`src/sv/cluster_energy_centroid_core_assert.svh`:
```
// Assertion macros shared by the cluster centroid modules.
`ifndef CLUSTER_ENERGY_CENTROID_CORE_ASSERT_SVH
`define CLUSTER_ENERGY_CENTROID_CORE_ASSERT_SVH

// Same-cycle implication, checked out of reset.
`define CEC_ASSERT(lbl, ante, cons, msg) \
  lbl: assert property (@(posedge clk_i) disable iff (!rst_ni) (ante) |-> (cons)) \
    else $error(msg);

// Next-cycle implication, checked out of reset.
`define CEC_ASSERT_NEXT(lbl, ante, cons, msg) \
  lbl: assert property (@(posedge clk_i) disable iff (!rst_ni) (ante) |=> (cons)) \
    else $error(msg);

`endif

```
`src/sv/cec_pkg.sv`:
```
// Shared types and constants of the cluster energy centroid block.
`timescale 1ns / 1ps
package cec_pkg;

  localparam int unsigned MAX_HITS_DEF    = 1024;
  localparam int unsigned LAYER_COUNT_DEF = 64;

  localparam int unsigned E_W         = 24;
  localparam int unsigned POS_W       = 20;
  localparam int unsigned LAYER_W     = 6;
  localparam int unsigned PROD_W      = E_W + 1 + POS_W;
  localparam int unsigned SUM_E_W     = 34;
  localparam int unsigned SUM_P_W     = 54;
  localparam int unsigned CFG_IDX_W   = 8;
  localparam int unsigned QUEUE_DEPTH = 2;

  localparam logic [CFG_IDX_W-1:0] CFG_SEED_X = 8'd0;
  localparam logic [CFG_IDX_W-1:0] CFG_SEED_Y = 8'd1;
  localparam logic [CFG_IDX_W-1:0] CFG_SEED_Z = 8'd2;

  // Totals of one closed cluster, handed from front to back.
  typedef struct packed {
    logic [SUM_E_W-1:0]        energy;
    logic signed [SUM_P_W-1:0] wx;
    logic signed [SUM_P_W-1:0] wy;
    logic signed [SUM_P_W-1:0] wz;
    logic [LAYER_W-1:0]        span;
    logic                      ovf;
  } cec_sums_t;

  typedef struct packed {
    logic signed [POS_W-1:0] x;
    logic signed [POS_W-1:0] y;
    logic signed [POS_W-1:0] z;
  } cec_seed_t;

  typedef struct packed {
    logic full;
    logic empty;
  } cec_q_status_t;

endpackage

```
`src/sv/cec_div.sv`:
```
// Restoring divider: signed weighted sum over total energy, one quotient bit a cycle.
`timescale 1ns / 1ps
module cec_div (
  input  logic                                 clk_i,
  input  logic                                 rst_ni,
  input  logic                                 start_i,
  input  logic signed [cec_pkg::SUM_P_W-1:0]   dividend_i,
  input  logic [cec_pkg::SUM_E_W-1:0]          divisor_i,
  output logic                                 busy_o,
  output logic signed [cec_pkg::POS_W-1:0]     quot_o
);

  localparam int unsigned NW    = cec_pkg::SUM_P_W;
  localparam int unsigned DW    = cec_pkg::SUM_E_W;
  localparam int unsigned CNT_W = $clog2(NW + 1);

  logic             busy_q;
  logic [CNT_W-1:0] cnt_q;
  logic [DW-1:0]    rem_q;
  logic [NW-1:0]    quo_q;
  logic [DW-1:0]    dvs_q;
  logic             neg_q;
  logic [DW:0]      shifted;
  logic [DW:0]      diff;
  logic             ge;
  logic [NW-1:0]    mag;
  logic [NW-1:0]    quo_neg;

  assign mag     = dividend_i[NW-1] ? NW'(-dividend_i) : NW'(dividend_i);
  assign shifted = {rem_q, quo_q[NW-1]};
  assign diff    = shifted - {1'b0, dvs_q};
  assign ge      = shifted >= {1'b0, dvs_q};
  assign quo_neg = -quo_q;

  always_ff @(posedge clk_i or negedge rst_ni) begin
    if (!rst_ni) begin
      busy_q <= 1'b0;
      cnt_q  <= '0;
    end else if (start_i) begin
      busy_q <= 1'b1;
      cnt_q  <= CNT_W'(NW);
    end else if (busy_q) begin
      cnt_q <= cnt_q - CNT_W'(1);
      if (cnt_q == CNT_W'(1)) begin
        busy_q <= 1'b0;
      end
    end
  end

  always_ff @(posedge clk_i) begin
    if (start_i) begin
      rem_q <= '0;
      quo_q <= mag;
      dvs_q <= divisor_i;
      neg_q <= dividend_i[NW-1];
    end else if (busy_q) begin
      rem_q <= ge ? diff[DW-1:0] : shifted[DW-1:0];
      quo_q <= {quo_q[NW-2:0], ge};
    end
  end

  assign busy_o = busy_q;
  // Truncation toward zero: divide magnitudes, restore the sign.
  assign quot_o = neg_q ? quo_neg[cec_pkg::POS_W-1:0] : quo_q[cec_pkg::POS_W-1:0];

endmodule

```
`src/sv/cec_back.sv`:
```
// Back part: pops cluster totals, divides or takes the seeds, shows the result.
`timescale 1ns / 1ps
`include "cluster_energy_centroid_core_assert.svh"
module cec_back (
  input  logic                               clk_i,
  input  logic                               rst_ni,
  input  cec_pkg::cec_sums_t                 head_i,
  input  cec_pkg::cec_q_status_t             q_status_i,
  output logic                               pop_o,
  input  cec_pkg::cec_seed_t                 seed_i,
  output logic                               out_valid_o,
  input  logic                               out_stall_i,
  output logic signed [cec_pkg::POS_W-1:0]   centroid_x_o,
  output logic signed [cec_pkg::POS_W-1:0]   centroid_y_o,
  output logic signed [cec_pkg::POS_W-1:0]   centroid_z_o,
  output logic [cec_pkg::SUM_E_W-1:0]        total_energy_o,
  output logic [cec_pkg::LAYER_W-1:0]        layer_span_o,
  output logic                               used_seed_o,
  output logic                               hit_overflow_o
);

  localparam logic [1:0] S_IDLE = 2'd0;
  localparam logic [1:0] S_DIV  = 2'd1;
  localparam logic [1:0] S_HOLD = 2'd2;

  logic [1:0]                      state_q, state_d;
  cec_pkg::cec_sums_t              item_q;
  logic                            start;
  logic                            busy_x, busy_y, busy_z;
  logic signed [cec_pkg::POS_W-1:0] qx, qy, qz;
  logic                            out_free;
  logic                            out_load;
  logic                            out_valid_q, out_valid_d;
  logic                            seeded;

  assign pop_o    = (state_q == S_IDLE) && !q_status_i.empty;
  assign start    = pop_o && (head_i.energy != '0);
  assign out_free = !out_valid_q || !out_stall_i;
  assign out_load = (state_q == S_HOLD) && out_free;
  assign seeded   = (item_q.energy == '0);

  cec_div u_div_x (
    .clk_i      (clk_i),
    .rst_ni     (rst_ni),
    .start_i    (start),
    .dividend_i (head_i.wx),
    .divisor_i  (head_i.energy),
    .busy_o     (busy_x),
    .quot_o     (qx)
  );

  cec_div u_div_y (
    .clk_i      (clk_i),
    .rst_ni     (rst_ni),
    .start_i    (start),
    .dividend_i (head_i.wy),
    .divisor_i  (head_i.energy),
    .busy_o     (busy_y),
    .quot_o     (qy)
  );

  cec_div u_div_z (
    .clk_i      (clk_i),
    .rst_ni     (rst_ni),
    .start_i    (start),
    .dividend_i (head_i.wz),
    .divisor_i  (head_i.energy),
    .busy_o     (busy_z),
    .quot_o     (qz)
  );

  always_comb begin
    state_d = state_q;
    case (state_q)
      S_IDLE: begin
        if (pop_o) begin
          state_d = start ? S_DIV : S_HOLD;
        end
      end
      S_DIV: begin
        if (!(busy_x || busy_y || busy_z)) begin
          state_d = S_HOLD;
        end
      end
      S_HOLD: begin
        if (out_free) begin
          state_d = S_IDLE;
        end
      end
      default: state_d = S_IDLE;
    endcase
  end

  always_comb begin
    out_valid_d = out_valid_q;
    if (out_load) begin
      out_valid_d = 1'b1;
    end else if (!out_stall_i) begin
      out_valid_d = 1'b0;
    end
  end

  always_ff @(posedge clk_i or negedge rst_ni) begin
    if (!rst_ni) begin
      state_q     <= S_IDLE;
      out_valid_q <= 1'b0;
    end else begin
      state_q     <= state_d;
      out_valid_q <= out_valid_d;
    end
  end

  always_ff @(posedge clk_i) begin
    if (pop_o) begin
      item_q <= head_i;
    end
  end

  always_ff @(posedge clk_i) begin
    if (out_load) begin
      centroid_x_o   <= seeded ? seed_i.x : qx;
      centroid_y_o   <= seeded ? seed_i.y : qy;
      centroid_z_o   <= seeded ? seed_i.z : qz;
      total_energy_o <= item_q.energy;
      layer_span_o   <= item_q.span;
      used_seed_o    <= seeded;
      hit_overflow_o <= item_q.ovf;
    end
  end

  assign out_valid_o = out_valid_q;

  `CEC_ASSERT(a_idle_quiet, state_q == S_IDLE, !(busy_x || busy_y || busy_z), "divider busy while idle")
  `CEC_ASSERT_NEXT(a_load_shows, out_load, out_valid_o, "loaded result not shown")

endmodule
```
`config.mk`:
```
export PLATFORM = sky130hd
export DESIGN_NAME = cec_back
export DESIGN_NICKNAME = d
export VERILOG_FILES = /design/src/sv/cec_pkg.sv /design/src/sv/cec_div.sv /design/src/sv/cec_back.sv
export VERILOG_INCLUDE_DIRS = /design/src /design/src/sv
export SDC_FILE = /design/constraint.sdc
export NUM_CORES = 1
export LEC_CHECK = 0
export BUFFER_PORTS_ARGS = -buffer_cell sky130_fd_sc_hd__buf_2
export CAP_MARGIN = 20
export CELL_PAD_IN_SITES_DETAIL_PLACEMENT = 0
export CELL_PAD_IN_SITES_GLOBAL_PLACEMENT = 1
export CORE_AREA = 2 2 251 253
export CTS_CLUSTER_SIZE = 24
export DETAILED_ROUTE_END_ITERATION = 8
export DIE_AREA = 0 0 253 255
export PLACE_DENSITY_LB_ADDON = 0.1
export SLEW_MARGIN = 20
export SYNTH_ARGS = -nofsm -noshare
export SYNTH_HDL_FRONTEND = slang
export SYNTH_SLANG_ARGS = --single-unit
```
`constraint.sdc`:
```
create_clock -name clk_i -period 11.2 [get_ports clk_i]
set_input_delay 1.12 -clock clk_i [delete_from_list [all_inputs] [get_ports clk_i]]
set_output_delay 1.12 -clock clk_i [all_outputs]
set_load 0.005 [all_outputs]
```
==> out/results.ini <==
[outcome]
outcome=finished, final reports clean

[cts]
cts_sinks=468
numCtsBuffers=53
cts.reportedPaths.clkPinSlew_ns=0.06
clkLatencyLatePin_ns=0.62
holdBufCountCts=0
postCtsSetupRepairBufs=0
cts_tree=yes
cts_resized=0
clockBufferDepth=3
root_buffer=clkbuf_16
cts_max_level=2

[setup_path]
worst_path_max_delay_cell=buf_4
crit_arrival_ns=5.60
cpMostUsedCell=buf_4
critical_path.cell_chain=buf_2, nor4_1, nand4_1, o31ai_4, buf_4, buf_4, buf_4, buf_4, nand2b_2, buf_4
r2r_start=state_q[1]
start_kind=input pin
setup.worst_path.class=input pin to flip-flop
crit_family=buffers and inverters
reg2reg_setup_slack_ns=6.47
crit_required_ns=11.47
reg2reg_depth=9
critPathMaxStageDelay_ns=0.81
crit_buf_inv=6
reg2reg_to=u_div_z.quo_q[26]
crit_fanout=107
end_kind=flip-flop

[floorplan]
start_util_pct=45.47
core_mm2=0.06216
fp-row-count=92
fp.dieH_um=255
pin_count=372
die_area_mm2=0.06452
dieWidth_um=253

[global_route]
grt.total_usage_pct=25.27
busiest_layer=met2
antenna_found_initial=34
grt_use_met1_pct=33.24
gr-total-overflow=0
grt_max_degree=108
grt_pass1_vias=22490
use_met2_pct=40.78
groute.layer.met3.usage_pct=5.014
grt_pass1_wl_mm=127.1

[drt]
postRouteAntennaNets=0
post-route-drc-count=0
first_iter_violations=1719
wire_per_inst_um=20.15
totalWireLength_mm=83.59
vias=23580
avgViaCountPerCell=5.683
first_pass_iters=6

[worst_hold_path]
hold_end=layer_span_o[1]
min_from=item_q[2]
min_path_cells=0
hp-class=flip-flop to flip-flop

[timing]
worst-slew-pin-transition_ns=1.059
hold_slack_ns=0.4118
slew_viol_final=0
hold_violations=0
rsz0062_at_grt=false
finalCriticalPeriod_ns=5.327
max_freq_ghz=0.1877
relSlewSlack_pct=29.38
finalCritPeriodShare_pct=47.56
setup_slack_ns=5.873
fin_setup_tns_ns=0
finalSetupViolCount=0
fin_skew_ns=0.01819

[cells_and_area]
fin_cells=4149
nNetsFinal=3671
finalInstanceArea_mm2=0.03265
syn_to_final_growth_pct=15.52
drive_gt1_share_pct=16.03
fin_util_pct=52.53

[power_and_ir_drop]
swShare_pct=39.46
leakage_nw=13.18
netSwitchingPower_mw=3.474
p_comb_share_pct=44.6
p_total_mw=8.802
clock_power_share_pct=20.4
pwr-share-seq_pct=35.0
p_int_mw=5.329
ir_worst_vdd_v=0.0001567
power.density_mw_per_mm2=269.6

[yosys]
synth_most_common_cell=nand2_1
yosys_warnings=0
ys_ff_latch=468
synth_nets=3366
synth_top_area_share_pct=36.33
async_reset_ff_share_pct=5.128
syn_area_per_cell_um2=9.482
synth_edf_count=342
syn_area_mm2=0.02826
synth_cells=2981
synth_area_leader_cell=edfxtp_1
yosysSeqAreaShare_pct=45.68
synth_area_leaders=edfxtp_1 36%, dfxtp_1 7.2%, o21ai_0 7.2%
synth_common_cells=449 x nand2_1, 404 x o21ai_0, 342 x edfxtp_1, 213 x xor2_1, 167 x a21oi_1
synth.distinct_cells=80
synth_flop_cell=edfxtp_1

[placed_design]
globalplace.congestion=0.8986
place_inst=4030
portBuffers=370
placed_area_mm2=0.03080
hpwl_mm=61.47
dp_worst_setup_slack_ns=5.269

[flow_run]
cap_violations=0

-- routing by layer --
layer | share of wire [%] | routed length, um
met4 | 4.3 | 3557
met3 | 5.8 | 4872
met1 | 44 | 36500
met5 | 0.21 | 179
met2 | 46 | 38480
-- registers in the layout (all words and copies together) (netlist names), 41 cells and up --
signal,cells
item_q,41
u_div_z.quo_q,54
u_div_y.quo_q,54
u_div_x.quo_q,54
-- power groups by stage --
| stage | sequential (mW) | clock, mW | combinational (mW) |
|---|---|---|---|
| after global placement | 3.08 | 0 | 3.84 |
| after CTS | 3.08 | 1.83 | 3.93 |
| after floorplan | 3.00 | 0 | 2.94 |
| after global routing | 3.16 | 1.90 | 4.42 |
| final | 3.08 | 1.80 | 3.93 |
| after detailed placement | 3.10 | 0 | 3.91 |
-- kinds of logic after synthesis --
logic type | after synthesis | share of synthesized area [%]
AOI/OAI and AO/OA | 885 | 18.78
and+or+nand+nor | 910 | 15.51
adders and majority gates | 117 | 5.259
buffers and inverters | 236 | 3.165
DFF | 468 | 45.68
xor gates and xnor gates | 307 | 9.513
muxes | 58 | 2.085
-- cell type report --
type | instances | area [um2]
flip-flops and latches | 468 | 12920
well taps | 799 | 999.7
repair buffers | 392 | 2017
diodes | 19 | 47.55
clock inverters | 22 | 272.8
clock buffers | 78 | 1531
fillers | 5806 | 29510
inverters | 94 | 355.3
multi-input cells | 2277 | 14510
-- how the worst max path moves through the flow --
stage                             start                 to  slack, ns  depth (start not counted)
after global placement      head_i[193]  u_div_z.quo_q[31]       5.27                         10
after detailed placement    head_i[191]  u_div_z.quo_q[22]       5.27                         10
after CTS                   head_i[191]  u_div_z.quo_q[26]       5.94                         10
after global routing        head_i[175]  u_div_z.quo_q[31]       5.52                         10
final                       head_i[191]  u_div_z.quo_q[26]       5.87                         10
after floorplan           q_status_i[0]   u_div_z.quo_q[0]       3.90                          6
-- cells in the final DEF (no fill, tap or decap), drive strengths merged, types with 31 or more instances in the layout --
cell type and count:
ha 114, a31oi 41, nand3 49, dfxtp 102
nor3 47, buf 392, edfxtp 342, inv 94
o21ai 410, nand2 449, xnor2 94, xor2 213
nor4 35, or4 40, a21o 31, o31ai 72
a21oi 167, clkbuf 78, nor2 106, mux2i 51
Power figures use the tool's default switching activity.
