==> src/sv/cluster_energy_centroid_core_assert.svh <==
// Assertion macros shared by the cluster centroid modules.
`ifndef CLUSTER_ENERGY_CENTROID_CORE_ASSERT_SVH
`define CLUSTER_ENERGY_CENTROID_CORE_ASSERT_SVH

// Same-cycle implication, checked out of reset.
`define CEC_ASSERT(lbl, ante, cons, msg) \
  lbl: assert property (@(posedge clk_i) disable iff (!rst_ni) (ante) |-> (cons)) \
    else $error(msg);

// Next-cycle implication, checked out of reset.
`define CEC_ASSERT_NEXT(lbl, ante, cons, msg) \
  lbl: assert property (@(posedge clk_i) disable iff (!rst_ni) (ante) |=> (cons)) \
    else $error(msg);

`endif

==> src/sv/cec_pkg.sv <==
// Shared types and constants of the cluster energy centroid block.
`timescale 1ns / 1ps
package cec_pkg;

  localparam int unsigned MAX_HITS_DEF    = 1024;
  localparam int unsigned LAYER_COUNT_DEF = 64;

  localparam int unsigned E_W         = 24;
  localparam int unsigned POS_W       = 20;
  localparam int unsigned LAYER_W     = 6;
  localparam int unsigned PROD_W      = E_W + 1 + POS_W;
  localparam int unsigned SUM_E_W     = 34;
  localparam int unsigned SUM_P_W     = 54;
  localparam int unsigned CFG_IDX_W   = 8;
  localparam int unsigned QUEUE_DEPTH = 2;

  localparam logic [CFG_IDX_W-1:0] CFG_SEED_X = 8'd0;
  localparam logic [CFG_IDX_W-1:0] CFG_SEED_Y = 8'd1;
  localparam logic [CFG_IDX_W-1:0] CFG_SEED_Z = 8'd2;

  // Totals of one closed cluster, handed from front to back.
  typedef struct packed {
    logic [SUM_E_W-1:0]        energy;
    logic signed [SUM_P_W-1:0] wx;
    logic signed [SUM_P_W-1:0] wy;
    logic signed [SUM_P_W-1:0] wz;
    logic [LAYER_W-1:0]        span;
    logic                      ovf;
  } cec_sums_t;

  typedef struct packed {
    logic signed [POS_W-1:0] x;
    logic signed [POS_W-1:0] y;
    logic signed [POS_W-1:0] z;
  } cec_seed_t;

  typedef struct packed {
    logic full;
    logic empty;
  } cec_q_status_t;

endpackage

==> src/sv/cec_front.sv <==
// Front part: accepts hits, forms weighted products and accumulates cluster totals.
`timescale 1ns / 1ps
module cec_front #(
  parameter int unsigned MAX_HITS    = cec_pkg::MAX_HITS_DEF,
  parameter int unsigned LAYER_COUNT = cec_pkg::LAYER_COUNT_DEF
) (
  input  logic                                clk_i,
  input  logic                                rst_ni,
  input  logic                                in_valid_i,
  output logic                                in_stall_o,
  input  logic [cec_pkg::E_W-1:0]             hit_energy_i,
  input  logic signed [cec_pkg::POS_W-1:0]    hit_x_i,
  input  logic signed [cec_pkg::POS_W-1:0]    hit_y_i,
  input  logic signed [cec_pkg::POS_W-1:0]    hit_z_i,
  input  logic [cec_pkg::LAYER_W-1:0]         hit_layer_i,
  input  logic                                last_hit_i,
  input  cec_pkg::cec_q_status_t              q_status_i,
  output logic                                push_o,
  output cec_pkg::cec_sums_t                  push_data_o
);

  localparam int unsigned CNT_W = $clog2(MAX_HITS + 1);
  localparam logic [cec_pkg::LAYER_W-1:0] LAYER_MAX = cec_pkg::LAYER_W'(LAYER_COUNT - 1);

  logic                 accept;
  logic                 drain;
  logic                 take;
  logic [CNT_W-1:0]     cnt_q, cnt_d;
  logic                 ovf_q, ovf_d;

  logic                               s1_valid_q, s1_valid_d;
  logic                               s1_last_q;
  logic                               s1_acc_q;
  logic                               s1_ovf_q;
  logic                               s1_nz_q;
  logic [cec_pkg::E_W-1:0]            s1_e_q;
  logic signed [cec_pkg::PROD_W-1:0]  s1_px_q, s1_py_q, s1_pz_q;
  logic [cec_pkg::LAYER_W-1:0]        s1_layer_q;
  logic [cec_pkg::LAYER_W-1:0]        layer_sat;

  logic [cec_pkg::SUM_E_W-1:0]        esum_q, esum_d;
  logic signed [cec_pkg::SUM_P_W-1:0] wx_q, wx_d, wy_q, wy_d, wz_q, wz_d;
  logic [cec_pkg::LAYER_W-1:0]        lo_q, lo_d, hi_q, hi_d;

  // Stage one may only hold back when a closing hit meets a full queue.
  assign in_stall_o = s1_valid_q && s1_last_q && q_status_i.full;
  assign accept     = in_valid_i && !in_stall_o;
  assign drain      = s1_valid_q && !(s1_last_q && q_status_i.full);
  assign push_o     = drain && s1_last_q;
  assign take       = cnt_q < CNT_W'(MAX_HITS);
  assign layer_sat  = (hit_layer_i > LAYER_MAX) ? LAYER_MAX : hit_layer_i;

  always_comb begin
    cnt_d = cnt_q;
    ovf_d = ovf_q;
    if (accept) begin
      if (last_hit_i) begin
        cnt_d = '0;
        ovf_d = 1'b0;
      end else begin
        cnt_d = take ? cnt_q + CNT_W'(1) : cnt_q;
        ovf_d = ovf_q || !take;
      end
    end
  end

  always_comb begin
    s1_valid_d = s1_valid_q;
    if (accept) begin
      s1_valid_d = 1'b1;
    end else if (drain) begin
      s1_valid_d = 1'b0;
    end
  end

  always_ff @(posedge clk_i or negedge rst_ni) begin
    if (!rst_ni) begin
      cnt_q      <= '0;
      ovf_q      <= 1'b0;
      s1_valid_q <= 1'b0;
    end else begin
      cnt_q      <= cnt_d;
      ovf_q      <= ovf_d;
      s1_valid_q <= s1_valid_d;
    end
  end

  always_ff @(posedge clk_i) begin
    if (accept) begin
      s1_last_q  <= last_hit_i;
      s1_acc_q   <= take;
      s1_ovf_q   <= ovf_q || !take;
      s1_nz_q    <= (cnt_q != '0) || take;
      s1_e_q     <= hit_energy_i;
      s1_px_q    <= $signed({1'b0, hit_energy_i}) * hit_x_i;
      s1_py_q    <= $signed({1'b0, hit_energy_i}) * hit_y_i;
      s1_pz_q    <= $signed({1'b0, hit_energy_i}) * hit_z_i;
      s1_layer_q <= layer_sat;
    end
  end

  // Totals including the hit in stage one when it is within MAX_HITS.
  always_comb begin
    esum_d = esum_q;
    wx_d   = wx_q;
    wy_d   = wy_q;
    wz_d   = wz_q;
    lo_d   = lo_q;
    hi_d   = hi_q;
    if (s1_acc_q) begin
      esum_d = esum_q + {{(cec_pkg::SUM_E_W - cec_pkg::E_W){1'b0}}, s1_e_q};
      wx_d   = wx_q + {{(cec_pkg::SUM_P_W - cec_pkg::PROD_W){s1_px_q[cec_pkg::PROD_W-1]}},
                       s1_px_q};
      wy_d   = wy_q + {{(cec_pkg::SUM_P_W - cec_pkg::PROD_W){s1_py_q[cec_pkg::PROD_W-1]}},
                       s1_py_q};
      wz_d   = wz_q + {{(cec_pkg::SUM_P_W - cec_pkg::PROD_W){s1_pz_q[cec_pkg::PROD_W-1]}},
                       s1_pz_q};
      lo_d   = (s1_layer_q < lo_q) ? s1_layer_q : lo_q;
      hi_d   = (s1_layer_q > hi_q) ? s1_layer_q : hi_q;
    end
  end

  always_comb begin
    push_data_o.energy = esum_d;
    push_data_o.wx     = wx_d;
    push_data_o.wy     = wy_d;
    push_data_o.wz     = wz_d;
    push_data_o.span   = (s1_nz_q && (hi_d >= lo_d)) ? hi_d - lo_d : '0;
    push_data_o.ovf    = s1_ovf_q;
  end

  always_ff @(posedge clk_i or negedge rst_ni) begin
    if (!rst_ni) begin
      esum_q <= '0;
      wx_q   <= '0;
      wy_q   <= '0;
      wz_q   <= '0;
      lo_q   <= LAYER_MAX;
      hi_q   <= '0;
    end else if (push_o) begin
      // Clear for the next cluster.
      esum_q <= '0;
      wx_q   <= '0;
      wy_q   <= '0;
      wz_q   <= '0;
      lo_q   <= LAYER_MAX;
      hi_q   <= '0;
    end else if (drain) begin
      esum_q <= esum_d;
      wx_q   <= wx_d;
      wy_q   <= wy_d;
      wz_q   <= wz_d;
      lo_q   <= lo_d;
      hi_q   <= hi_d;
    end
  end

endmodule

==> config.mk <==
export PLATFORM = sky130hd
export DESIGN_NAME = cec_front
export DESIGN_NICKNAME = d
export VERILOG_FILES = /design/src/sv/cluster_energy_centroid_core_assert.svh /design/src/sv/cec_pkg.sv /design/src/sv/cec_front.sv
export SDC_FILE = /design/constraint.sdc
export NUM_CORES = 2
export LEC_CHECK = 0
export BUFFER_PORTS_ARGS = -buffer_cell sky130_fd_sc_hd__buf_2
export CAP_MARGIN = 20
export CORE_ASPECT_RATIO = 2
export CORE_MARGIN = 2
export CORE_UTILIZATION = 30
export DETAILED_ROUTE_END_ITERATION = 8
export PLACE_DENSITY = 0.51
export RECOVER_POWER = 50
export SYNTH_ARGS = -nofsm -noshare
export SYNTH_HDL_FRONTEND = slang
export SYNTH_SLANG_ARGS = --single-unit
==> constraint.sdc <==
create_clock -name clk_i -period 10.8 [get_ports clk_i]
set_clock_uncertainty 0.05 [all_clocks]
set_input_delay 2.16 -clock clk_i [delete_from_list [all_inputs] [get_ports clk_i]]
set_output_delay 2.16 -clock clk_i [all_outputs]
set_load 0.05 [all_outputs]
==> results.py <==
metrics = {
    "floorplanning": {
        "initial_core_util_pct": 30.16,
        "die_width_um": 357.7,
        "io_pins": 301,
        "dieArea_sq_mm": 0.2545,
        "die_height_um": 711.4,
        "coreArea_sq_mm": 0.2489,
        "rows": 259,
    },
    "cells_and_area": {
        "nNetsFinal": 10381,
        "fillers": 25914,
        "final_cell_mix": "1398 x inv_1, 1184 x fa_1, 965 x nand2_1, 748 x and2_1, 745 x ha_1",
        "drive_gt1_share_pct": 7.368,
        "layout_commonest_cell": "inv_1",
        "multi_input_area_sq_mm": 0.05750,
        "seq_area_sq_mm": 0.01061,
        "area_growth_pct": 8.760,
    },
    "worst_setup_path": {
        "worstPathArrival_ns": 7.87,
        "start_kind": "flip-flop",
        "crit_required_ns": 8.59,
        "cp-end-kind": "primary output",
        "slowest_delay_ns": 1.62,
        "worstPathMaxFanout": 40,
        "slowest_stage": "clkbuf_1",
        "crit_chain": "clkbuf_1 > clkinvlp_2 > clkbuf_1 > a211oi_1 > mux2_2 > ha_1 > inv_1 > fa_1 > a21o_1 > a21oi_1 > nand2_1 > a21oi_1 > nor2b_1 > o21ai_1 > nor2_1 > buf_2",
        "crit_type": "flip-flop to primary output",
    },
    "global_routing": {
        "met3_usage_pct": 2.885,
        "grt_overflow_total": 0,
        "grt.busiest_layer": "met2",
        "grt_pass1_vias": 64278,
        "antenna_found_initial": 54,
        "grtUsageMet2_pct": 36.94,
        "grt_pass1_wl_um": 383300,
        "grt.total_usage_pct": 19.77,
        "grt_start_max_net_pins": 85,
        "use_met1_pct": 21.28,
    },
    "cts": {
        "post_cts_resized": 0,
        "cts_root_buf": "clkbuf_16",
        "hold_buffers": 0,
        "htreeDepth": 2,
        "cts_buffer_depth": 3,
        "cts_tree": "yes",
        "insertion_delay_ns": 0.65,
        "clock_sinks": 390,
        "cts_setup_buffers": 0,
        "cts-buffers-inserted": 40,
        "clk_pin_slew_ns": 0.07,
    },
    "yosys": {
        "synth.area.mux_share_pct": 1.779,
        "syn_nets": 10328,
        "synth-edff-count": 169,
        "synth_xor_area_share_pct": 3.629,
        "synthFlopType": "dfrtp_1",
        "synth_compound_area_share_pct": 11.47,
        "synth_top_family_by_area": "adder cells",
        "ys_types": 89,
        "synth_seq_area_share_pct": 14.14,
        "synthCells": 8303,
        "yosysWarnings": 0,
        "netlist_area_sq_mm": 0.07506,
        "syn_avg_cell_area_sq_um": 9.040,
        "synth_adder_area_share_pct": 44.00,
        "async_reset_ff_share_pct": 56.67,
        "synth-simple-area-share_pct": 15.74,
        "ys_seq_elements": 390,
    },
    "drt": {
        "vias": 58596,
        "wl_per_cell_um": 21.51,
        "routed_wl_um": 251000,
        "drtIter0Drc": 3245,
        "final_antenna_net_count": 0,
        "first_pass_iters": 5,
        "drc": 0,
        "viasPerCell": 5.020,
    },
    "sta": {
        "maxSlewHeadroom_pct": -235.7,
        "fin_crit_ns": 10.08,
        "max_freq_mhz": 99.22,
        "fin_tns_setup_ns": 0,
        "finalSetupViolCount": 0,
        "final_max_slew_viol_count": 705,
        "post-route-period-util_pct": 93.32,
        "rsz0062_at_grt": "no",
        "finalHoldViolations": 0,
        "worst_slew_pin_slew_ns": 5.036,
    },
    "placed_design": {
        "gp_congestion": 0.9182,
        "place_hpwl_um": 200900,
        "io_buffers": 299,
    },
    "min_path": {
        "min_path_type": "flip-flop to flip-flop",
    },
    "flow_run": {
        "cap_violations": 17,
    },
    "run_status": {
        "violations": "max-capacitance violations, max-slew violations",
        "status": "complete, but fails checks",
    },
}
[per-stage QoR]
| step | hold WS [ns] | cells | util, % | worst slack (ns) | area [sq um] |
|---|---|---|---|---|---|
| after floorplan | 0.4110 | 8303 | - | 1.769 | 75060 |
| after global placement | 0.4254 | 11574 | 32.29 | 0.3893 | 80350 |
| after detailed placement | 0.4435 | 11576 | 32.30 | 0.3904 | 80380 |
| after CTS | 0.4586 | 11650 | 32.82 | 1.070 | 81690 |
| after global routing | 0.4835 | 11654 | 32.78 | 0.3583 | 81590 |
| final | 0.4514 | 11672 | 32.80 | 0.7215 | 81630 |
[logic make-up (layout without fill, tap and decap cells)]
logic type	count (synthesis)	count (layout)
AOI/OAI and AO/OA	1331	1331
xor gates and xnor gates	311	311
adders and majority gates	1929	1929
buffers and inverters	1845	1930
DFF	390	390
muxes	120	120
other	1	23
and+or+nand+nor	2376	2376
[worst paths after layout]
check / startpoint / to / slack, ns / depth (start not counted)
max: s1_acc_q$_DFFE_PP_ / push_data_o[3] / 0.72 / 16
min: wy_q[0]$_DFFE_PN0P_ / wy_q[0]$_DFFE_PN0P_ / 0.45 / 2
max reg2reg: s1_acc_q$_DFFE_PP_ / wx_q[37]$_DFFE_PN0P_ / 1.87 / 10
min reg2reg: wy_q[0]$_DFFE_PN0P_ / wy_q[0]$_DFFE_PN0P_ / 0.45 / 2
max in group asynchronous: rst_ni / cnt_q[1]$_DFFE_PN0P_ / 2.05 / 3
min in group asynchronous: rst_ni / wy_q[8]$_DFFE_PN0P_ / 3.24 / 1
[routing by layer]
metal / share of wire [%] / wire length, um / up-vias
li1: - / - / 26553
met1: 37 / 91840 / 30010
met2: 53 / 132100 / 1446
met3: 4.8 / 12120 / 541
met4: 5.8 / 14660 / 46
met5: 0.11 / 282 / -
[synthesized netlist by cell type (8+ instances only)]
| master | count | share of area (%) |
|---|---|---|
| inv_1 | 1400 | 7.0 |
| fa_1 | 1184 | 32 |
| nand2_1 | 965 | 4.8 |
| and2_1 | 755 | 6.3 |
| ha_1 | 745 | 12 |
| clkbuf_1 | 419 | 2.1 |
| a21oi_1 | 366 | 2.4 |
| o21ai_0 | 295 | 2.0 |
| nor2_1 | 216 | 1.1 |
| dfrtp_1 | 215 | 7.2 |
| xnor2_1 | 205 | 2.4 |
| a21o_1 | 193 | 1.9 |
| edfxtp_1 | 169 | 6.8 |
| mux2_2 | 107 | 1.6 |
| xor2_1 | 106 | 1.2 |
| nand3_1 | 93 | 0.62 |
| a22o_1 | 85 | 0.99 |
| nor2b_1 | 84 | 0.70 |
| nand2b_1 | 75 | 0.63 |
| o21bai_1 | 54 | 0.54 |
| o21a_1 | 45 | 0.45 |
| nor3_1 | 44 | 0.29 |
| and3_1 | 42 | 0.35 |
| nand4_1 | 40 | 0.33 |
| a211oi_1 | 37 | 0.37 |
| a22oi_1 | 34 | 0.34 |
| a31oi_1 | 26 | 0.22 |
| o31ai_1 | 26 | 0.26 |
| o211ai_1 | 18 | 0.18 |
| buf_1 | 13 | 0.065 |
| mux2i_1 | 13 | 0.17 |
| a21boi_0 | 12 | 0.12 |
| o221ai_1 | 11 | 0.13 |
| or2_2 | 11 | 0.092 |
| buf_2 | 10 | 0.067 |
| nor4_1 | 10 | 0.083 |
| or3_1 | 10 | 0.083 |
| a2111oi_0 | 9 | 0.11 |
| a211o_1 | 9 | 0.11 |
| a41oi_1 | 9 | 0.11 |
| o22ai_1 | 9 | 0.075 |
| o2bb2ai_1 | 9 | 0.11 |
| or4_1 | 8 | 0.080 |
[flip-flops by register name (all words and copies together) (netlist names), 6 cells and up]
| signal | cells |
|---|---|
| s1_py_q | 45 |
| wz_q | 54 |
| wy_q | 54 |
| esum_q | 34 |
| hi_q | 6 |
| s1_layer_q | 6 |
| cnt_q | 11 |
| wx_q | 54 |
| s1_e_q | 24 |
| lo_q | 6 |
| s1_pz_q | 45 |
| s1_px_q | 45 |
[final cells by class]
| type | count | area share (%) |
|---|---|---|
| clock buffers | 50 | 1.297 |
| repair buffers | 455 | 3.442 |
| well taps | 3262 | 5.000 |
| inverters | 1401 | 6.445 |
| multi-input cells | 6068 | 70.44 |
| clock inverters | 24 | 0.3081 |
| diodes | 22 | 0.06744 |
| flip-flops and latches | 390 | 13.00 |
[critical path, delay by kind of cell (launching register included)]
kind                     cells  cell delay [ns]
AO/OA/AOI/OAI                5             2.40
adder cells (fa/ha/maj)      2             0.60
buffers and inverters        5             3.26
flip-flops                   1             0.32
multiplexers                 1             0.38
AND/OR/NAND/NOR              3             0.21
Power is left out: the tool's default activity adds up to more than one toggle a clock period on the data nets, which glitch-free logic cannot reach.
