## src/sv/cluster_energy_centroid_core_assert.svh

```systemverilog
// Assertion macros shared by the cluster centroid modules.
`ifndef CLUSTER_ENERGY_CENTROID_CORE_ASSERT_SVH
`define CLUSTER_ENERGY_CENTROID_CORE_ASSERT_SVH

// Same-cycle implication, checked out of reset.
`define CEC_ASSERT(lbl, ante, cons, msg) \
  lbl: assert property (@(posedge clk_i) disable iff (!rst_ni) (ante) |-> (cons)) \
    else $error(msg);

// Next-cycle implication, checked out of reset.
`define CEC_ASSERT_NEXT(lbl, ante, cons, msg) \
  lbl: assert property (@(posedge clk_i) disable iff (!rst_ni) (ante) |=> (cons)) \
    else $error(msg);

`endif

```

## src/sv/cec_pkg.sv

```systemverilog
// Shared types and constants of the cluster energy centroid block.
`timescale 1ns / 1ps
package cec_pkg;

  localparam int unsigned MAX_HITS_DEF    = 1024;
  localparam int unsigned LAYER_COUNT_DEF = 64;

  localparam int unsigned E_W         = 24;
  localparam int unsigned POS_W       = 20;
  localparam int unsigned LAYER_W     = 6;
  localparam int unsigned PROD_W      = E_W + 1 + POS_W;
  localparam int unsigned SUM_E_W     = 34;
  localparam int unsigned SUM_P_W     = 54;
  localparam int unsigned CFG_IDX_W   = 8;
  localparam int unsigned QUEUE_DEPTH = 2;

  localparam logic [CFG_IDX_W-1:0] CFG_SEED_X = 8'd0;
  localparam logic [CFG_IDX_W-1:0] CFG_SEED_Y = 8'd1;
  localparam logic [CFG_IDX_W-1:0] CFG_SEED_Z = 8'd2;

  // Totals of one closed cluster, handed from front to back.
  typedef struct packed {
    logic [SUM_E_W-1:0]        energy;
    logic signed [SUM_P_W-1:0] wx;
    logic signed [SUM_P_W-1:0] wy;
    logic signed [SUM_P_W-1:0] wz;
    logic [LAYER_W-1:0]        span;
    logic                      ovf;
  } cec_sums_t;

  typedef struct packed {
    logic signed [POS_W-1:0] x;
    logic signed [POS_W-1:0] y;
    logic signed [POS_W-1:0] z;
  } cec_seed_t;

  typedef struct packed {
    logic full;
    logic empty;
  } cec_q_status_t;

endpackage

```

## src/sv/cec_queue.sv

```systemverilog
// Short queue of closed-cluster totals between the front and back parts.
`timescale 1ns / 1ps
`include "cluster_energy_centroid_core_assert.svh"
module cec_queue (
  input  logic                    clk_i,
  input  logic                    rst_ni,
  input  logic                    push_i,
  input  cec_pkg::cec_sums_t      push_data_i,
  input  logic                    pop_i,
  output cec_pkg::cec_sums_t      head_o,
  output cec_pkg::cec_q_status_t  status_o
);

  localparam int unsigned DEPTH = cec_pkg::QUEUE_DEPTH;
  localparam int unsigned PTR_W = (DEPTH > 1) ? $clog2(DEPTH) : 1;
  localparam int unsigned CNT_W = $clog2(DEPTH + 1);

  cec_pkg::cec_sums_t mem_q [DEPTH];
  logic [PTR_W-1:0]   wr_q, rd_q;
  logic [CNT_W-1:0]   cnt_q;

  function automatic logic [PTR_W-1:0] next_ptr(input logic [PTR_W-1:0] p);
    next_ptr = (p == PTR_W'(DEPTH - 1)) ? '0 : p + PTR_W'(1);
  endfunction

  always_ff @(posedge clk_i) begin
    if (push_i) begin
      mem_q[wr_q] <= push_data_i;
    end
  end

  always_ff @(posedge clk_i or negedge rst_ni) begin
    if (!rst_ni) begin
      wr_q  <= '0;
      rd_q  <= '0;
      cnt_q <= '0;
    end else begin
      if (push_i) begin
        wr_q <= next_ptr(wr_q);
      end
      if (pop_i) begin
        rd_q <= next_ptr(rd_q);
      end
      if (push_i && !pop_i) begin
        cnt_q <= cnt_q + CNT_W'(1);
      end else if (pop_i && !push_i) begin
        cnt_q <= cnt_q - CNT_W'(1);
      end
    end
  end

  assign head_o         = mem_q[rd_q];
  assign status_o.full  = (cnt_q == CNT_W'(DEPTH));
  assign status_o.empty = (cnt_q == '0);

  `CEC_ASSERT(a_push_room, push_i, cnt_q < CNT_W'(DEPTH), "push into a full queue")
  `CEC_ASSERT(a_pop_data, pop_i, cnt_q != '0, "pop from an empty queue")

endmodule

```

## config.mk

```make
export PLATFORM = sky130hd
export DESIGN_NAME = cec_queue
export DESIGN_NICKNAME = d
export VERILOG_FILES = /design/src/sv/cec_pkg.sv /design/src/sv/cec_queue.sv
export VERILOG_INCLUDE_DIRS = /design/src /design/src/sv
export SDC_FILE = /design/constraint.sdc
export NUM_CORES = 1
export LEC_CHECK = 0
export BUFFER_PORTS_ARGS = -buffer_cell sky130_fd_sc_hd__buf_2
export CAP_MARGIN = 0
export CORE_MARGIN = 4
export CORE_UTILIZATION = 53
export DETAILED_ROUTE_END_ITERATION = 8
export PLACE_DENSITY = 0.78
export SETUP_SLACK_MARGIN = 0.15
export SKIP_LAST_GASP = 1
export SLEW_MARGIN = 25
export SYNTH_ARGS = -nofsm -noshare
export SYNTH_HDL_FRONTEND = slang
export SYNTH_SLANG_ARGS = --single-unit
```

## constraint.sdc

```tcl
create_clock -name clk_i -period 13 [get_ports clk_i]
set_clock_uncertainty 0.15 [all_clocks]
set_input_delay 0.65 -clock clk_i [delete_from_list [all_inputs] [get_ports clk_i]]
set_output_delay 0.65 -clock clk_i [all_outputs]
set_load 0.05 [all_outputs]
```

==> key figures, run 1 <==
Run status
  • Status: completed

Finish
  • Synthesis-to-finish area growth: 24.5%
  • Cell area after layout: roughly 19000 um^2
  • Fraction of layout cells with a size suffix above 1: 61.1%
  • Multi-input combinational cell area: about 3000 um^2
  • Fin nets: 1298
  • Fill cell count: 1898
  • Reg area: 12300 um^2

Routing
  • Number of iterations in the first detailed-routing pass: 4
  • Post-Route WL: 31700 um
  • # DRC: 0
  • Initial DRC Count: 522
  • Via density: 5.04
  • Antenna viol nets, final: 0
  • Via count: 7633
  • Routed length per instance: 20.9 um

STA
  • Min cycle time layout: 4.12 ns
  • Final Hold Viols: 0
  • RSZ-0062 raised after global routing: no
  • Slew HR: 38.5%
  • Final Setup Violations: 0
  • Worst-margin pin slew: 0.923 ns
  • Fmax: around 0.24 GHz
  • Setup TNS: 0 ns
  • Final Slew Violations: 0
  • Final Cycle Share: a little under a third

CTS
  • Sink Count: 410
  • Clk_lat worst skew: ~0.50 ns
  • Clock root buffer: clkbuf_16
  • CTS Buffer Depth: 3
  • Post-cts resize count: 0
  • CTS tree: done
  • Cts hold-fix bufs: 1
  • Setup bufs post-CTS: 0
  • Worst-path clk slew: 0.06 ns
  • CTS H-tree lvls: 2
  • CTS Buf Count: 41

Power
  • Leak: 7.72 nW
  • Total power: 5.10 mW
  • Worst vdd ir: 0.000179 V
  • Power per cell area: 264 nW/um^2

Logic synthesis
  • Netlist cell types: 13
  • Post-synthesis sequential area ratio: 79.3%
  • Yosys warning count: 0
  • Xor-xnor portion of the synthesized cell area: less than 1%
  • Yosys reg bits: 410
  • Synth Area in Simple Gates: 0.170%
  • Largest family of logic cells by synthesized area: multiplexers
  • Synth Area in Compound Gates: 0%
  • Mux cell area share after synthesis: around a fifth
  • Mapped cell area: around 15000 um^2
  • Synthesized Nets: 856
  • Gate Count Post-Synth: roughly 650
  • Syn Area/Cell: 23.9 um^2
  • Post-synthesis adder-cell area fraction: 0.0807%

Worst setup path
  • R2R depth: 3
  • Reg-to-Reg End: mem_q[1][53]
  • Setup crit start kind: flip-flop
  • Worst-path fanout max: 49
  • Reg-to-Reg Start: wr_q
  • Critical Path AT: 3.32 ns
  • FF-to-FF setup slack: between 9 and 10 ns
  • Endpoint type of the worst setup path: output port
  • Worst setup path category: flip-flop to output port
  • Worst EP required: around 12 ns

Placed design
  • RD Place Congestion: 0.833
  • HPWL after DPL: 22200 um
  • Cell Area, Placed: 17900 um^2
  • IO buf count: 411

Floorplan
  • Die Area: about 32000 um^2
  • Core area: 28800 um^2
  • Initial Utilization: 53.9%
  • DIE WIDTH: between 150 and 200 um
  • Die H: 179 um
  • Io pins: 412
  • # rows: just over 60

Global routing
  • Vias in the first global route: 7914
  • Overflow after GRT: 0
  • Antenna violations before repair: 10
  • Total track usage: between 10% and 20%
  • Largest net degree at the start of global routing: 84
  • First-pass GRT wire length: 44600 um

Worst hold path
  • Hold endpoint: mem_q[0][3]
  • Min-delay src: push_data_i[3]
  • Hold Crit Class: input pin to flip-flop
  • Hold Path Stages: 1

Run
  • Max Cap Viol: 0
-- layout by cell type (no fill, tap or decap), types with 3 or more instances in the layout --
cell type and n:
buf_2 411, edfxtp_1 406, mux2_4 160, mux2_2 43, clkbuf_16 43, diode_2 11
clkbuf_1 11, clkinv_2 7, buf_4 5, xor2_1 4, clkinv_1 4, bufinv_16 4
dfrtp_1 3, buf_6 3
-- routing by layer --
metal  track usage (%)  vias up  part of all wire, %
li1                  -     3484                    -
met1              20.7     3792                   35
met2              34.1      293                   55
met3              4.62       62                  7.4
met4              7.26        2                  3.0
met5                 0        -                0.022
-- metrics by stage --
stage | hold slack [ns] | util (%) | setup WS [ns] | std cells
2_1_floorplan | 0.204 | - | 2.65 | 648
3_3_place_gp | 0.311 | 62.1 | 8.99 | 1428
3_5_place_dp | 0.310 | 62.2 | 9.12 | 1429
4_1_cts | 0.143 | 66.8 | 8.82 | 1502
5_1_grt | 0.144 | 67.0 | 8.71 | 1512
6_report | 0.172 | 67.0 | 8.88 | 1514
-- registers in the layout, summed over array words and instances, names as in the netlist --
name,count
cnt_q,2
rd_q,1
wr_q,1
mem_q,406
-- power by group --
part,internal [mW],switching [mW]
clock network,0.684,0.453
registers,1.76,0.0977
logic,0.651,1.45
-- critical path, cell delays in order (launching register included) --
cell,delay (ns)
dfrtp_4,0.81
buf_4,0.57
buf_4,0.76
mux2_2,0.42
buf_2,0.21
-- synth_stat cells --
| master | count | share of area (%) |
|---|---|---|
| edfxtp_1 | 406 | 79 |
| nor2_1 | 2 | 0.048 |
| mux2_4 | 160 | 16 |
| buf_6 | 19 | 1.4 |
| xnor2_1 | 1 | 0.057 |
| mux2_2 | 43 | 3.1 |
| inv_1 | 1 | 0.024 |
| xor2_1 | 4 | 0.23 |
| and2_1 | 1 | 0.040 |
| buf_2 | 4 | 0.13 |
| nor2b_1 | 2 | 0.081 |
| dfrtp_1 | 4 | 0.65 |
| ha_1 | 1 | 0.081 |
-- kinds of logic (layout without fill, tap and decap cells) --
| family | count (synthesis) | count (layout) |
|---|---|---|
| simple gates | 5 | 5 |
| mux | 203 | 203 |
| fa+ha+maj | 1 | 1 |
| flops | 410 | 410 |
| other cells | 0 | 11 |
| xor+xnor | 5 | 5 |
| buf+inv | 24 | 495 |
-- worst max path at each step --
stage	start	endpoint	cells after the start
after floorplan	push_i	mem_q[0][0]	1
after global placement	rd_q	head_o[196]	4
after detailed placement	push_i	mem_q[1][77]	4
after CTS	rd_q	head_o[196]	4
after global routing	rd_q	head_o[201]	4
final	rd_q	head_o[196]	4
-- final cells by class --
| type | count | share of cell area, % |
|---|---|---|
| Clock inverter | 18 | 1.01 |
| Sequential cell | 410 | 63.7 |
| Tap cell | 384 | 2.49 |
| Inverter | 1 | 0.0195 |
| Clock buffer | 54 | 5.79 |
| Timing Repair Buffer | 422 | 11.4 |
| Multi-Input combinational cell | 214 | 15.4 |
| Antenna cell | 11 | 0.143 |
Power figures use the tool's default switching activity.
==> run 2: changes to the inputs <==
Settings changed: ABC_AREA from default to 1.
Clock period 13 ns to 4.1 ns, I/O delays scaled along.
==> key figures, run 2 <==
Finish
  • Fill cell count: 1616 (-15%)
  • Final Instance Count excl. Fillers: 1732 (+14%)
  • Fraction of layout cells with a size suffix above 1: 51.3% (-9.8 points)
  • Synthesis-to-finish area growth: 38.2%
  • Fin nets: 1523 (+17%)
  • Reg area: 12300 um^2 (unchanged)
  • Most common cell after layout, fill and taps aside: buf_2
  • Commonest non-fill, non-tap cells in the layout: buf_2, edfxtp_1, dlygate4sd3_1, mux2_4
  • Largest register FFs: 406 (unchanged)
  • Multi-input combinational cell area: 2980 um^2 (about the same)
  • Register name with the most flops: mem_q
  • Largest registers: mem_q: 406 flops, cnt_q: 2 flops
  • Cell area after layout: 21400 um^2 (+11%)

Worst setup path
  • Bufs and invs on worst path: 2 (-1)
  • CP top delay family: flip-flops
  • R2R depth: 4 (+1)
  • Critical Path AT: 2.63 ns (-0.69 ns)
  • Critical path cell sequence: buf_4 > mux2_4 > buf_2
  • Setup crit start kind: flip-flop
  • Largest stage delay, worst path: 0.92 ns (+0.11 ns)
  • Worst setup path category: flip-flop to output port
  • Worst-path fanout max: 47 (-4.1%)
  • Worst EP required: 3.74 ns (-8.46 ns)
  • Endpoint type of the worst setup path: output port
  • Slowest-stage cell, CP: dfrtp_4
  • Critical path depth: 3 (-1)

Power
  • Sequential Power Share: 35.8% (-0.6 points)
  • Worst vdd ir: 0.000669 V (+270%)
  • Combinational share of power: 43.1% (+1.8 points)
  • Total power: 16.4 mW (+220%)
  • Cell-internal power: 9.80 mW (+220%)
  • Leak: 8.64 nW (+12%)
  • Net Sw Frac: 40.3% (+0.96 points)
  • Power per cell area: 765 nW/um^2 (+190%)
  • NetSw: 6.61 mW (+230%)
  • Clock power share: 21.1% (-1.2 points)

CTS
  • Sink Count: 410 (unchanged)
  • Cts hold-fix bufs: 207 (+206)
  • CTS tree: done
  • Setup bufs post-CTS: 0 (unchanged)
  • Clock root buffer: clkbuf_16
  • Clk_lat worst skew: 0.51 ns (about the same)
  • Post-cts resize count: 0 (unchanged)
  • CTS Buf Count: 41 (unchanged)
  • CTS Buffer Depth: 3 (unchanged)
  • Worst-path clk slew: 0.06 ns (about the same)
  • CTS H-tree lvls: 2 (unchanged)

Logic synthesis
  • Syn Area/Cell: 23.6 um^2 (-1.2%)
  • Async SR Flop Fraction: 0.976% (unchanged)
  • Synthesized Nets: 865 (+1.1%)
  • Mapped cell area: 15500 um^2 (+0.13%)
  • Yosys warning count: 0 (unchanged)
  • Top post-synthesis cells by area: edfxtp_1, mux2_4, mux2_2
  • Count leader, synth: edfxtp_1
  • Share of the synthesized area in the top cell type: 78.6% (-0.10 points)
  • Top_reg_cell synth: edfxtp_1
  • Post-synth EDFFs: 406 (unchanged)
  • Post-synthesis sequential area ratio: 79.2% (-0.10 points)
  • Yosys reg bits: 410 (unchanged)
  • Area leader, netlist: edfxtp_1
  • Top cells by count, synth: edfxtp_1, mux2_4, mux2_2, buf_6, inv_1
  • Gate Count Post-Synth: 657 (+1.4%)
  • Netlist cell types: 14 (+1)

Worst hold path
  • Hold Path Stages: 2 (+1)
  • Hold Crit Class: input pin to flip-flop

Placed design
  • RD Place Congestion: 0.762 (-8.6%)
  • Cell Area, Placed: 18100 um^2 (+1.1%)
  • IO buf count: 411 (unchanged)
  • HPWL after DPL: 22100 um (-0.33%)
  • Cell count after placement: 1448 (+1.3%)

Global routing
  • First-pass GRT wire length: 53400 um (+20%)
  • Total track usage: 22.0% (+3.4 points)
  • Vias in the first global route: 9521 (+20%)
  • Antenna violations before repair: 4 (-6)
  • Overflow after GRT: 0 (unchanged)
  • Largest net degree at the start of global routing: 58 (-31%)

STA
  • Setup TNS: 0 ns (unchanged)
  • Slew HR: 49.9% (+11 points)
  • Worst-margin pin slew: 0.752 ns (-0.171 ns)
  • Final Cycle Share: 72.9%
  • Fmax: 0.335 GHz
  • Min cycle time layout: 2.99 ns
  • Final Slew Violations: 0 (unchanged)
  • Final Hold Viols: 0 (unchanged)
  • Final Setup Violations: 0 (unchanged)
  • RSZ-0062 raised after global routing: no

Floorplan
  • Die Area: 32100 um^2 (+0.12%)
  • DIE WIDTH: 179 um (about the same)
  • Die H: 179 um (about the same)
  • Io pins: 412 (unchanged)
  • Core area: 28800 um^2 (unchanged)
  • # rows: 62 (unchanged)
  • Initial Utilization: 53.9% (+0.070 points)

Routing
  • # DRC: 0 (unchanged)
  • Initial DRC Count: 503 (-3.6%)
  • Routed length per instance: 21.1 um (+1.1%)
  • Antenna viol nets, final: 0 (unchanged)
  • Via density: 5.04 (about the same)
  • Number of iterations in the first detailed-routing pass: 5 (+1)
  • Via count: 8734 (+14%)
  • Post-Route WL: 36600 um (+16%)

Run status
  • Status: completed

Run
  • Max Cap Viol: 0 (unchanged)
run 2: cell count changes in the layout (fill, tap and decap cells not counted), moves of 2 or more:
| cell | delta |
|---|---|
| nand2_1 | +4 |
| clkinv_2 | -3 |
| xor2_1 | -2 |
| inv_1 | +5 |
| clkinv_1 | +8 |
| diode_2 | -7 |
| clkbuf_1 | -3 |
| buf_6 | -3 |
| bufinv_16 | -3 |
| buf_4 | +5 |
| buf_12 | +9 |
| dlygate4sd3_1 | +206 |
run 2: cells by family (layout without fill, tap and decap cells):
group / Yosys count / in the layout / share of synthesized area [%]
xor+xnor: 3 / 3 / 0.169
fa+ha+maj: 1 / 1 / 0.0806
buf+inv: 30 / 717 / 1.68
flops: 410 / 410 / 79.2
mux: 203 / 203 / 18.6
other cells: 0 / 4 / 0
simple gates: 10 / 10 / 0.266
run 2: metal layers:
layer | share of wire, % | up-vias | global-route usage [%]
met5 | 0 | - | 0
met4 | 3.3 | 0 | 7.58
met3 | 7.0 | 74 | 4.77
met2 | 54 | 391 | 41.1
met1 | 36 | 4335 | 24.8
li1 | - | 3934 | -
run 2: worst paths after layout:
check | startpoint | end | slack [ns]
min reg2reg | cnt_q[1] | cnt_q[1] | 0.37
max in group asynchronous | rst_ni | rd_q | 3.10
max reg2reg | wr_q | mem_q[1][63] | 2.17
min in group asynchronous | rst_ni | rd_q | 0.50
max | rd_q | head_o[75] | 1.11
min | push_data_i[87] | mem_q[0][87] | 0.26
run 2: power groups by stage:
| stage | clock, mW | sequential (mW) | combinational (mW) |
|---|---|---|---|
| floorplan | 0 | 5.87 | 5.65 |
| global placement | 0 | 5.90 | 6.81 |
| detailed placement | 0 | 5.95 | 6.88 |
| CTS | 3.50 | 5.87 | 7.06 |
| global route | 3.72 | 5.94 | 7.33 |
| finish | 3.46 | 5.88 | 7.07 |
run 2: cell type report:
type	instances	share of cell area, %
multi-input combinational	217	13.9
clock buffer	51	5.16
antenna	4	0.0467
timing repair buffer	638	20.6
tap	384	2.24
clock inverter	21	0.601
sequential	410	57.4
inverter	7	0.140
run 2: worst register-to-register path, cell delays in order (launching register included):
cell and delay [ns]:
dfrtp_1 0.43, nand2_2 0.09, clkinvlp_4 0.30, buf_12 0.26, buf_12 0.35
run 2: per-stage QoR:
stage	utilization [%]	hold WS, ns	setup slack (ns)
after floorplan	-	-0.241	0.0381
final	74.5	0.257	1.11
after detailed placement	62.9	-0.131	1.69
after global routing	74.5	0.246	1.04
after global placement	62.8	-0.135	1.74
after CTS	74.4	0.230	1.12
==> run 3: changes to the inputs <==
Settings changed: CORE_UTILIZATION 53 to 47, PLACE_DENSITY 0.78 to 0.73.
Clock period 4.1 ns to 2.6 ns, I/O delays scaled along.
==> key figures, run 3 (synthesis results as in run 2) <==
Run status
  • Status: completed

Placed design
  • Cell count after placement: 1510 (+4.3%)
  • IO buf count: 411 (unchanged)
  • RD Place Congestion: 0.741 (-2.8%)
  • HPWL after DPL: 21800 um (-1.4%)

CTS
  • CTS Buf Count: 42 (+2.4%)
  • Worst-path clk slew: 0.06 ns (about the same)
  • CTS tree: done
  • Clock root buffer: clkbuf_16
  • Clk_lat worst skew: 0.52 ns (about the same)
  • CTS H-tree lvls: 2 (unchanged)
  • CTS Buffer Depth: 3 (unchanged)
  • Sink Count: 410 (unchanged)

STA
  • Final Setup Violations: 0 (unchanged)
  • Final Slew Violations: 0 (unchanged)
  • RSZ-0062 raised after global routing: no
  • Min cycle time layout: 2.31 ns
  • Slew HR: 50.6% (+0.74 points)
  • Fmax: 0.433 GHz
  • Final Cycle Share: between 80% and 90%
  • Final Hold Viols: 0 (unchanged)
  • Worst-margin pin slew: 0.741 ns (-0.0112 ns)

Power
  • Worst vdd ir: 0.000978 V (+46%)
  • Power per cell area: 1210 nW/um^2 (+58%)
  • Leak: 8.69 nW (+0.62%)
  • Total power: 26.2 mW (+59%)

Global routing
  • Overflow after GRT: 0 (unchanged)
  • Antenna violations before repair: 9 (+5)
  • Total track usage: 19.2% (-2.8 points)
  • Largest net degree at the start of global routing: 118 (+100%)
  • First-pass GRT wire length: 53900 um (+0.88%)
  • Vias in the first global route: 9620 (+1.0%)

Routing
  • # DRC: 0 (unchanged)
  • Antenna viol nets, final: 0 (unchanged)
  • Number of iterations in the first detailed-routing pass: 4 (-1)
  • Via density: 4.85 (-3.8%)
  • Routed length per instance: 19.8 um (-6.2%)
  • Initial DRC Count: 500 (-0.60%)
  • Via count: 8751 (+0.19%)
  • Post-Route WL: 35800 um (-2.3%)

Finish
  • Commonest non-fill, non-tap cells in the layout: buf_2, edfxtp_1, dlygate4sd3_1, mux2_4
  • Fin nets: 1530 (+0.46%)
  • Fraction of layout cells with a size suffix above 1: 51.9% (+0.55 points)
  • Final Instance Count excl. Fillers: 1803 (+4.1%)
  • Largest register FFs: 406 (unchanged)
  • Register name with the most flops: mem_q
  • Fill cell count: 2128 (+32%)
  • Fin util: 66.4% (-8.1 points)
  • Most common cell after layout, fill and taps aside: buf_2
  • Synthesis-to-finish area growth: 39.3%
  • Largest registers: mem_q: 406 flops, cnt_q: 2 flops

Floorplan
  • Initial Utilization: 47.7% (-6.2 points)
  • Io pins: 412 (unchanged)
  • DIE WIDTH: 190 um (+5.9%)
  • Core area: 32500 um^2 (+13%)
  • # rows: 66 (+6.5%)
  • Die Area: 36000 um^2 (+12%)
  • Die H: 190 um (+5.9%)

Worst setup path
  • Endpoint type of the worst setup path: output port
  • Worst EP required: 2.32 ns (-1.42 ns)
  • Worst-path fanout max: 23 (-51%)
  • Setup crit start kind: flip-flop
  • Critical Path AT: 2.03 ns (-0.60 ns)
  • Worst setup path category: flip-flop to output port

Run
  • Max Cap Viol: 0 (unchanged)

Worst hold path
  • Hold Crit Class: input pin to flip-flop
-- run 3: repair_timing --
item,CTS,global route
hold buffers,207,0
gates resized for setup,0,0
buffers inserted,3,0
hold endpoints to repair,413,0
endpoints found under the setup margin,43,0
-- run 3: final timing paths --
kind,cells past startpoint,to,slack [ns],startpoint
setup / recovery,3,head_o[192],0.29,rd_q
hold / removal,2,mem_q[1][191],0.16,push_data_i[191]
setup reg to reg,2,mem_q[0][157],0.86,wr_q
hold reg to reg,2,cnt_q[1],0.39,cnt_q[1]
max in group asynchronous,3,rd_q,1.73,rst_ni
min in group asynchronous,3,cnt_q[0],0.38,rst_ni
-- run 3: final cells by class --
cell class	count	area (um^2)	area share, %
Clock buffer	49	1100	5.08
Clock inverter	26	206	0.955
Timing Repair Buffer	644	4440	20.5
Tap cell	442	553	2.56
Multi-Input combinational cell	217	2980	13.8
Inverter	7	30.0	0.139
Sequential cell	410	12300	56.9
Antenna cell	8	20.0	0.0926
-- run 3: stage by stage --
| step | setup TNS [ns] | worst slack (ns) | area [um^2] | hold slack, ns |
|---|---|---|---|---|
| after global placement | 0 | 0.693 | 18200 | -0.207 |
| after detailed placement | 0 | 0.685 | 18200 | -0.207 |
| after global routing | 0 | 0.210 | 21600 | 0.141 |
| final | 0 | 0.290 | 21600 | 0.157 |
| after CTS | 0 | 0.267 | 21600 | 0.137 |
| after floorplan | -582.34 | -1.46 | 15500 | -0.316 |
-- run 3: power breakdown --
| group | leakage [nW] | internal (mW) | switching, mW |
|---|---|---|---|
| sequential | 3.86 | 8.77 | 0.349 |
| clock | 0.634 | 3.32 | 2.37 |
| combinational | 4.20 | 3.66 | 7.69 |
| total | 8.69 | 15.8 | 10.4 |
-- run 3: worst max-delay path, stage by stage (launching register included) --
cell	delay (ns)
dfrtp_4	0.48
buf_4	0.38
mux2_2	0.39
buf_2	0.22
-- run 3: metal layers --
layer / vias to the layer above / routed length (um) / global-route usage [%]
met1: 4336 / 13000 / 21.7
met5: - / 8 / 0
met4: 2 / 1060 / 7.15
met3: 74 / 2670 / 5.21
met2: 382 / 19100 / 35.0
li1: 3957 / - / -
